File: src/sv/tsr_pkg.sv
// Shared constants and types for the triangle span rasterizer.
package tsr_pkg;

	localparam int MAX_ROWS = 64;
	localparam int MAX_COLS = 4096;
	localparam int ROW_W    = 6;   // span row index
	localparam int COL_W    = 12;  // span column
	localparam int CRD_W    = 13;  // vertex coordinate
	localparam int EXT_W    = 14;  // extent and point width, signed
	localparam int LBL_W    = 16;
	localparam int NR_W     = 7;   // num_rows register
	localparam int NC_W     = 13;  // num_cols register
	localparam int CFG_W    = 13;

	localparam logic REG_NUM_ROWS = 1'b0;
	localparam logic REG_NUM_COLS = 1'b1;

	typedef struct packed {
		logic signed [EXT_W-1:0] col;
		logic signed [EXT_W-1:0] row;
		logic                    last;
	} point_t;

endpackage

File: src/sv/tsr_ram.sv
// Generic single-write, single-read RAM with registered read data.
module tsr_ram #(
	parameter int WIDTH = 14,
	parameter int DEPTH = 64
) (
	input  logic                     clk,
	input  logic                     we,
	input  logic [$clog2(DEPTH)-1:0] waddr,
	input  logic [WIDTH-1:0]         wdata,
	input  logic [$clog2(DEPTH)-1:0] raddr,
	output logic [WIDTH-1:0]         rdata
);

	logic [WIDTH-1:0] mem [DEPTH];

	// read returns the old word on a same-address write
	always_ff @(posedge clk) begin
		if (we) begin
			mem[waddr] <= wdata;
		end
		rdata <= mem[raddr];
	end

endmodule

File: src/sv/tsr_edge_stepper.sv
// Incremental edge walker: one rounded interpolation point per cycle while adv is high.
module tsr_edge_stepper (
	input  logic                                  clk,
	input  logic                                  arst_n,
	input  logic                                  load,
	input  logic                                  adv,
	input  logic signed [tsr_pkg::CRD_W-1:0]      p_col,
	input  logic signed [tsr_pkg::CRD_W-1:0]      p_row,
	input  logic signed [tsr_pkg::CRD_W-1:0]      q_col,
	input  logic signed [tsr_pkg::CRD_W-1:0]      q_row,
	output tsr_pkg::point_t                       pt
);

	localparam int EW = tsr_pkg::EXT_W;

	// quotient tracked as floor with remainder in [0, 2L); truncation fixed at output
	logic signed [EW-1:0] qx_q, qy_q;
	logic signed [EW+2:0] rx_q, ry_q;
	logic signed [EW+1:0] dlx_q, dly_q;
	logic [EW:0]          den_q;
	logic [EW-1:0]        len_q, cnt_q;

	logic signed [EW-1:0] x1, y1, x2, y2, ddx, ddy;
	logic [EW-1:0]        adx, ady, len_n;
	logic signed [EW+2:0] nrx, nry, dens;

	always_comb begin
		if (p_row < q_row) begin
			x1 = EW'(p_col); y1 = EW'(p_row); x2 = EW'(q_col); y2 = EW'(q_row);
		end else begin
			x1 = EW'(q_col); y1 = EW'(q_row); x2 = EW'(p_col); y2 = EW'(p_row);
		end
		ddx   = x2 - x1;
		ddy   = y2 - y1;
		adx   = ddx[EW-1] ? EW'(-ddx) : ddx;
		ady   = ddy[EW-1] ? EW'(-ddy) : ddy;
		len_n = (adx > ady) ? adx : ady;
		dens  = $signed({2'b00, den_q});
		nrx   = rx_q + (EW+3)'(dlx_q);
		nry   = ry_q + (EW+3)'(dly_q);
	end

	always_ff @(posedge clk or negedge arst_n) begin
		if (!arst_n) begin
			cnt_q <= '0;
		end else if (load) begin
			cnt_q <= '0;
		end else if (adv) begin
			cnt_q <= cnt_q + 1'b1;
		end
	end

	always_ff @(posedge clk) begin
		if (load) begin
			len_q <= len_n;
			den_q <= {len_n, 1'b0};
			qx_q  <= x2;
			qy_q  <= y2;
			rx_q  <= (EW+3)'(len_n);
			ry_q  <= (EW+3)'(len_n);
			dlx_q <= (EW+2)'($signed({x1 - x2, 1'b0}));
			dly_q <= (EW+2)'($signed({y1 - y2, 1'b0}));
		end else if (adv) begin
			if (nrx >= dens) begin
				rx_q <= nrx - dens; qx_q <= qx_q + 1'b1;
			end else if (nrx < 0) begin
				rx_q <= nrx + dens; qx_q <= qx_q - 1'b1;
			end else begin
				rx_q <= nrx;
			end
			if (nry >= dens) begin
				ry_q <= nry - dens; qy_q <= qy_q + 1'b1;
			end else if (nry < 0) begin
				ry_q <= nry + dens; qy_q <= qy_q - 1'b1;
			end else begin
				ry_q <= nry;
			end
		end
	end

	always_comb begin
		pt.col  = qx_q + EW'((qx_q < 0) && (rx_q != 0));
		pt.row  = qy_q + EW'((qy_q < 0) && (ry_q != 0));
		pt.last = (cnt_q == len_q);
	end

endmodule

File: src/sv/triangle_span_rasterizer_unit.sv
// Triangle span rasterizer: takes one triangle word at a time and emits one span word per
// covered image row, top to bottom, the last flagged. Per-row column extents live in two
// 64-entry RAMs. An item runs setup, a clear of the covered rows, a load and a walk per
// edge, a drain, then a read and a check per row and a final step, which wait out output
// stalls; the edge walk goes one point per cycle through the RAMs' read-modify-write.
// No input is taken until the last span of the previous triangle is in the output register.
module triangle_span_rasterizer_unit (
	input  logic                                   clk,
	input  logic                                   arst_n,
	input  logic                                   cfg_we,
	input  logic                                   cfg_index,
	input  logic [tsr_pkg::CFG_W-1:0]              cfg_data,
	input  logic                                   in_valid,
	output logic                                   in_stall,
	input  logic signed [tsr_pkg::CRD_W-1:0]       vertex_a_col,
	input  logic signed [tsr_pkg::CRD_W-1:0]       vertex_a_row,
	input  logic signed [tsr_pkg::CRD_W-1:0]       vertex_b_col,
	input  logic signed [tsr_pkg::CRD_W-1:0]       vertex_b_row,
	input  logic signed [tsr_pkg::CRD_W-1:0]       vertex_c_col,
	input  logic signed [tsr_pkg::CRD_W-1:0]       vertex_c_row,
	input  logic [tsr_pkg::LBL_W-1:0]              fill_label,
	output logic                                   out_valid,
	input  logic                                   out_stall,
	output logic [tsr_pkg::ROW_W-1:0]              span_row,
	output logic [tsr_pkg::COL_W-1:0]              span_start,
	output logic [tsr_pkg::COL_W-1:0]              span_end,
	output logic [tsr_pkg::LBL_W-1:0]              span_label,
	output logic                                   last_span
);

	localparam int EW = tsr_pkg::EXT_W;
	localparam int RW = tsr_pkg::ROW_W;
	localparam int CW = tsr_pkg::COL_W;
	localparam int VW = tsr_pkg::CRD_W;

	typedef enum logic [3:0] {
		S_IDLE, S_SETUP, S_CLEAR, S_LOAD, S_WALK, S_DRAIN, S_ERD, S_ECHK, S_FINAL
	} state_t;

	state_t state_q;

	logic [tsr_pkg::NR_W-1:0] nrows_q, rows_eff;
	logic [tsr_pkg::NC_W-1:0] ncols_q, cols_eff;

	always_ff @(posedge clk or negedge arst_n) begin
		if (!arst_n) begin
			nrows_q <= tsr_pkg::NR_W'(tsr_pkg::MAX_ROWS);
			ncols_q <= tsr_pkg::NC_W'(tsr_pkg::MAX_COLS);
		end else if (cfg_we) begin
			unique case (cfg_index)
				tsr_pkg::REG_NUM_ROWS: nrows_q <= cfg_data[tsr_pkg::NR_W-1:0];
				tsr_pkg::REG_NUM_COLS: ncols_q <= cfg_data[tsr_pkg::NC_W-1:0];
				default: ;
			endcase
		end
	end

	always_comb begin
		if (nrows_q == '0)
			rows_eff = tsr_pkg::NR_W'(1);
		else if (nrows_q > tsr_pkg::NR_W'(tsr_pkg::MAX_ROWS))
			rows_eff = tsr_pkg::NR_W'(tsr_pkg::MAX_ROWS);
		else
			rows_eff = nrows_q;
		if (ncols_q == '0)
			cols_eff = tsr_pkg::NC_W'(1);
		else if (ncols_q > tsr_pkg::NC_W'(tsr_pkg::MAX_COLS))
			cols_eff = tsr_pkg::NC_W'(tsr_pkg::MAX_COLS);
		else
			cols_eff = ncols_q;
	end

	// triangle registers
	logic signed [VW-1:0] ac_q, ar_q, bc_q, br_q, cc_q, cr_q;
	logic [tsr_pkg::LBL_W-1:0] lbl_q;
	logic [RW-1:0] row_q, bot_q;
	logic [1:0]    edge_q;

	// stepper
	logic stp_load, stp_adv;
	logic signed [VW-1:0] ep_c, ep_r, eq_c, eq_r;
	tsr_pkg::point_t pt;

	always_comb begin
		unique case (edge_q)
			2'd0: begin ep_c = ac_q; ep_r = ar_q; eq_c = bc_q; eq_r = br_q; end
			2'd1: begin ep_c = bc_q; ep_r = br_q; eq_c = cc_q; eq_r = cr_q; end
			default: begin ep_c = cc_q; ep_r = cr_q; eq_c = ac_q; eq_r = ar_q; end
		endcase
	end

	assign stp_load = (state_q == S_LOAD);
	assign stp_adv  = (state_q == S_WALK);

	tsr_edge_stepper u_step (
		.clk    (clk),
		.arst_n (arst_n),
		.load   (stp_load),
		.adv    (stp_adv),
		.p_col  (ep_c),
		.p_row  (ep_r),
		.q_col  (eq_c),
		.q_row  (eq_r),
		.pt     (pt)
	);

	// extent RAMs
	logic          we;
	logic [RW-1:0] waddr, raddr;
	logic [EW-1:0] wmin, wmax, rmin, rmax;

	tsr_ram #(.WIDTH(EW), .DEPTH(tsr_pkg::MAX_ROWS)) u_min_ram (
		.clk(clk), .we(we), .waddr(waddr), .wdata(wmin), .raddr(raddr), .rdata(rmin)
	);
	tsr_ram #(.WIDTH(EW), .DEPTH(tsr_pkg::MAX_ROWS)) u_max_ram (
		.clk(clk), .we(we), .waddr(waddr), .wdata(wmax), .raddr(raddr), .rdata(rmax)
	);

	// point pipeline: read issued, then merge and write back
	logic                 pt_in;
	logic                 v_s1;
	logic [RW-1:0]        a_s1;
	logic signed [EW-1:0] c_s1;
	logic                 fv_q;
	logic [RW-1:0]        fa_q;
	logic signed [EW-1:0] fmin_q, fmax_q;
	logic signed [EW-1:0] omin, omax, nmin, nmax;

	assign pt_in = (state_q == S_WALK) && !pt.row[EW-1]
		&& (pt.row < $signed({1'b0, rows_eff}));

	always_comb begin
		// forward the write of the point just before
		if (fv_q && (fa_q == a_s1)) begin
			omin = fmin_q; omax = fmax_q;
		end else begin
			omin = $signed(rmin); omax = $signed(rmax);
		end
		nmin = (c_s1 < omin) ? c_s1 : omin;
		nmax = (c_s1 > omax) ? c_s1 : omax;
	end

	always_ff @(posedge clk or negedge arst_n) begin
		if (!arst_n) begin
			v_s1 <= 1'b0;
			fv_q <= 1'b0;
		end else begin
			v_s1 <= pt_in;
			fv_q <= v_s1;
		end
	end

	always_ff @(posedge clk) begin
		a_s1   <= pt.row[RW-1:0];
		c_s1   <= pt.col;
		fa_q   <= a_s1;
		fmin_q <= nmin;
		fmax_q <= nmax;
	end

	always_comb begin
		if (state_q == S_CLEAR) begin
			we    = 1'b1;
			waddr = row_q;
			wmin  = EW'(cols_eff) + EW'(1);
			wmax  = '1;
		end else begin
			we    = v_s1;
			waddr = a_s1;
			wmin  = nmin;
			wmax  = nmax;
		end
		raddr = (state_q == S_WALK) ? pt.row[RW-1:0] : row_q;
	end

	// span check
	logic signed [EW-1:0] sp_s, sp_e, clim;
	logic                 sp_ok, out_free;

	always_comb begin
		clim  = EW'(cols_eff) - EW'(1);
		sp_s  = ($signed(rmin) < 0) ? '0 : $signed(rmin);
		sp_e  = ($signed(rmax) > clim) ? clim : $signed(rmax);
		sp_ok = (sp_s <= sp_e);
	end

	assign out_free = !out_valid || !out_stall;
	assign in_stall = (state_q != S_IDLE);

	// triangle bounds
	logic signed [VW-1:0] tmin, tmax;
	logic                 empty;

	always_comb begin
		tmin = ar_q;
		if (br_q < tmin) tmin = br_q;
		if (cr_q < tmin) tmin = cr_q;
		tmax = ar_q;
		if (br_q > tmax) tmax = br_q;
		if (cr_q > tmax) tmax = cr_q;
		empty = tmax[VW-1] || (tmin >= $signed(VW'(rows_eff)));
	end

	// pending span, held until the next one shows whether it is the last
	logic          pv_q;
	logic [RW-1:0] prow_q;
	logic [CW-1:0] ps_q, pe_q;

	always_ff @(posedge clk or negedge arst_n) begin
		if (!arst_n) begin
			state_q   <= S_IDLE;
			out_valid <= 1'b0;
			pv_q      <= 1'b0;
			row_q     <= '0;
			edge_q    <= '0;
		end else begin
			if (out_valid && !out_stall) begin
				out_valid <= 1'b0;
			end
			unique case (state_q)
				S_IDLE: begin
					if (in_valid) begin
						state_q <= S_SETUP;
					end
				end
				S_SETUP: begin
					edge_q <= '0;
					pv_q   <= 1'b0;
					row_q  <= tmin[VW-1] ? '0 : tmin[RW-1:0];
					if (empty) begin
						state_q <= S_IDLE;
					end else begin
						state_q <= S_CLEAR;
					end
				end
				S_CLEAR: begin
					if (row_q == bot_q) begin
						state_q <= S_LOAD;
					end else begin
						row_q <= row_q + 1'b1;
					end
				end
				S_LOAD: begin
					state_q <= S_WALK;
				end
				S_WALK: begin
					if (pt.last) begin
						if (edge_q == 2'd2) begin
							state_q <= S_DRAIN;
						end else begin
							edge_q  <= edge_q + 1'b1;
							state_q <= S_LOAD;
						end
					end
				end
				S_DRAIN: begin
					row_q   <= tmin[VW-1] ? '0 : tmin[RW-1:0];
					state_q <= S_ERD;
				end
				S_ERD: begin
					state_q <= S_ECHK;
				end
				S_ECHK: begin
					if (!(sp_ok && pv_q && !out_free)) begin
						if (sp_ok) begin
							if (pv_q) begin
								out_valid  <= 1'b1;
								span_row   <= prow_q;
								span_start <= ps_q;
								span_end   <= pe_q;
								span_label <= lbl_q;
								last_span  <= 1'b0;
							end
							pv_q   <= 1'b1;
							prow_q <= row_q;
							ps_q   <= sp_s[CW-1:0];
							pe_q   <= sp_e[CW-1:0];
						end
						if (row_q == bot_q) begin
							state_q <= S_FINAL;
						end else begin
							row_q   <= row_q + 1'b1;
							state_q <= S_ERD;
						end
					end
				end
				S_FINAL: begin
					if (!pv_q) begin
						state_q <= S_IDLE;
					end else if (out_free) begin
						out_valid  <= 1'b1;
						span_row   <= prow_q;
						span_start <= ps_q;
						span_end   <= pe_q;
						span_label <= lbl_q;
						last_span  <= 1'b1;
						pv_q       <= 1'b0;
						state_q    <= S_IDLE;
					end
				end
				default: state_q <= S_IDLE;
			endcase
		end
	end

	always_ff @(posedge clk) begin
		if (state_q == S_IDLE && in_valid) begin
			ac_q  <= vertex_a_col;
			ar_q  <= vertex_a_row;
			bc_q  <= vertex_b_col;
			br_q  <= vertex_b_row;
			cc_q  <= vertex_c_col;
			cr_q  <= vertex_c_row;
			lbl_q <= fill_label;
		end
		if (state_q == S_SETUP) begin
			bot_q <= (tmax >= $signed(VW'(rows_eff))) ? RW'(rows_eff - 1'b1) : tmax[RW-1:0];
		end
	end

endmodule
File: config.mk
export PLATFORM = sky130hd
export DESIGN_NAME = triangle_span_rasterizer_unit
export DESIGN_NICKNAME = d
export VERILOG_FILES = /design/src/sv/tsr_pkg.sv /design/src/sv/tsr_ram.sv /design/src/sv/tsr_edge_stepper.sv /design/src/sv/triangle_span_rasterizer_unit.sv
export SDC_FILE = /design/constraint.sdc
export NUM_CORES = 2
export LEC_CHECK = 0
export BUFFER_PORTS_ARGS = -buffer_cell sky130_fd_sc_hd__buf_4
export CAP_MARGIN = 20
export CORE_MARGIN = 4
export CORE_UTILIZATION = 30
export CTS_BUF_LIST = sky130_fd_sc_hd__clkbuf_2
export DETAILED_ROUTE_END_ITERATION = 12
export GPL_ROUTABILITY_DRIVEN = 0
export PLACE_DENSITY = 0.56
export SETUP_SLACK_MARGIN = 0.5
export SLEW_MARGIN = 20
export SYNTH_ARGS = -nofsm -noshare
export SYNTH_HDL_FRONTEND = slang
export SYNTH_SLANG_ARGS = --single-unit
File: constraint.sdc
create_clock -name clk -period 13.4 [get_ports clk]
set_clock_uncertainty 0.1 [all_clocks]
set_input_delay 0 -clock clk [delete_from_list [all_inputs] [get_ports clk]]
set_output_delay 0 -clock clk [all_outputs]
set_load 0.05 [all_outputs]
==> reports/results.ini <==
[run_status]
status=complete, no violations

[timing]
worst_slack_ps=1794
tns_ps=0
hold_violations=0
finalSetupViolations=0
min_period_over_period_pct=86.61
holdWs_ps=238.5
slew_headroom_pct=12.82
clock.fmax_mhz=86.16
worstMarginPinSlew_ps=1300
drv_slew=0
rsz0062_at_grt=no
min_period_ps=11610

[power]
peakVddDrop_mv=0.2306
combPwrFrac_pct=45.6
sequentialPowerShare_pct=37.8
p_leak_nw=40.10
fin_total_pwr_mw=28.13
p_clk_share_pct=16.6
power_switching_mw=11.75
internal_power_mw=16.39
switching_share_pct=41.76
powerDensity_nw_per_um2=243.3

[worst_setup_path]
cp.arrival_ps=13090
cp_num_buf_inv=8
critPathKind=flop to flop
crit_required_ps=14890
critPathMaxStageDelay_ps=690
end_kind=flop
crit_start=edge_q[1]
cp_top_family=compound AO/OA/AOI/OAI gates
slowest_stage=ha_1
crit_fanout=55
start_kind=flop
reg2reg_from=edge_q[1]

[cells_and_area]
multi_input_area_um2=31680
fin_util_pct=35.57
layout.nets=7620
seq_area_um2=65050
drive_gt1_share_pct=24.40
fillers=30650
stdcell_area_um2=115600
stdcell_count=11940
syn2layout_area_growth_pct=17.74

[hold_path]
min_from=ps_q[3]
holdCritPathClass=flop to flop

[yosys]
yosysSeqAreaShare_pct=66.25
syn_inst=6149
synth_cell_types=106
synth.most_common_cell=edfxtp_1
synth_top_cell_by_area=edfxtp_1
ys_ff_latch=2204
synthTopCellsByArea=edfxtp_1, mux4_2, ha_1
syn-num-nets=6559
synthTopCellsByCount=edfxtp_1, mux4_2, a21oi_1, ha_1, nor2_1
ys.flop_type=edfxtp_1
synth_edf_count=2066
syn_area_per_cell_um2=15.97
ys.warnings.count=0
synth_top_area_share_pct=63.18
syn_area_um2=98200
async_flop_share_pct=2.269

[floorplan]
initial_core_util_pct=30.21
dieArea_um2=336600
coreArea_um2=325000
pin_count=162
die_h_um=580.1
rows=209
die_w_um=580.1

[placement]
portBuffers=161
place_hpwl_um=174500
preCtsSetupSlack_ps=1482
place_area_um2=105600
place_inst=10490

[cts]
numCtsBuffers=570
cts_buffer_depth=4
insertion_delay_ps=1940
cts_tree=done
clock-sinks=2204
clk_pin_slew_ps=110
htreeDepth=6
postCtsResizedCells=0
cts_root_buf=clkbuf_2

[flow_run]
cap_violations=0

[routing]
drt_iter0_markers=6210
via_per_inst=5.160
num_vias=61610
drt-total-wl_um=291100
postRouteAntennaNets=0
firstDrtPassIters=8
drcViolationCount=0
wl_per_cell_um=24.38

[grt]
grtUsageTotal_pct=16.71
grt_pass1_wl_um=423900
grt-ovfl-total=0
antenna_found_initial=21
first_global_vias=62270
grt_max_degree=123

## registers in the layout, summed over array words and instances (netlist names), 16 cells and up
register / cells
lbl_q: 16
u_step.rx_q: 17
u_max_ram.mem: 896
u_min_ram.mem: 896
u_step.ry_q: 16
span_label: 16
## routing by layer
metal | vias to the layer above | part of all wire [%] | track usage [%]
met5 | - | 0.024 | 0
met4 | 10 | 2.9 | 5.216
met3 | 514 | 8.1 | 3.714
met2 | 2715 | 46 | 26.34
met1 | 31520 | 43 | 22.97
li1 | 26850 | - | -
## cells by family (layout without fill, tap and decap cells)
logic type / count (synthesis) / count (layout) / share of synthesized area, %
AO/OA/AOI/OAI: 1162 / 1162 / 7.775
XOR/XNOR: 189 / 189 / 1.724
adder cells (fa/ha/maj): 299 / 299 / 3.881
buffers and inverters: 541 / 1991 / 2.157
flip-flops: 2204 / 2204 / 66.25
multiplexers: 691 / 691 / 12.80
other: 1 / 16 / 0.003819
AND/OR/NAND/NOR: 1062 / 1062 / 5.410
## what timing repair did
action | in CTS | in global routing
buffers inserted | 0 | 0
endpoints found under the hold margin | 347 | 0
hold buffers | 467 | 0
## area by class of cell
type | count | area share, %
inverters | 229 | 0.7456
clock inverters | 147 | 0.9036
flip-flops and latches | 2204 | 56.27
well taps | 4325 | 4.680
multi-input cells | 3404 | 27.40
repair buffers | 801 | 6.444
clock buffers | 814 | 3.524
diodes | 15 | 0.03247
## layout by cell type (no fill, tap or decap), drive strengths merged, types with 14 or more instances in the layout
cell and instances:
a211oi 224, a21o 75, a21oi 364, a221oi 17, a222oi 26, a22o 16
a31oi 28, and2 22, and3 36, buf 335, bufinv 14, clkbuf 815
clkinv 109, dfrtp 48, dfxtp 88, diode 15, dlygate4sd3 465, edfxtp 2066
ha 287, inv 243, mux2 37, mux2i 206, mux4 448, nand2 251
nand2b 35, nand3 63, nand4 41, nor2 283, nor2b 159, nor3 52
nor4 29, o211ai 28, o21a 23, o21ai 193, o21bai 21, o31ai 23
or2 26, or3 21, xnor2 115, xor2 74
## worst reg2reg max path, delay by kind of cell (launching register included)
kind | cells | cell delay (ps)
AOI/OAI and AO/OA | 12 | 3510
xor gates and xnor gates | 2 | 510
buffers and inverters | 8 | 1790
and+or+nand+nor | 12 | 3270
adders and majority gates | 4 | 1780
DFF | 1 | 390
## power groups by stage
| stage | logic [mW] | registers (mW) | clock network (mW) |
|---|---|---|---|
| 6_report | 12.8 | 10.6 | 4.68 |
| 5_1_grt | 13.8 | 10.7 | 5.22 |
| 4_1_cts | 12.9 | 10.6 | 4.84 |
| 3_5_place_dp | 12.7 | 10.8 | 0 |
| 3_3_place_gp | 12.5 | 10.8 | 0 |
| 2_1_floorplan | 7.74 | 10.7 | 0 |
## worst paths after layout
check / end / slack, ps / cells after the start
max: u_step.ry_q[11] / 1790 / 38
min: span_start[3] / 240 / 0
min reg2reg: span_start[3] / 240 / 0
max in group asynchronous: u_step.cnt_q[6] / 11810 / 8
max reg2reg: u_step.ry_q[11] / 1790 / 38
min in group asynchronous: nrows_q[4] / 930 / 7
No activity file was read; power rests on OpenSTA's default activity.
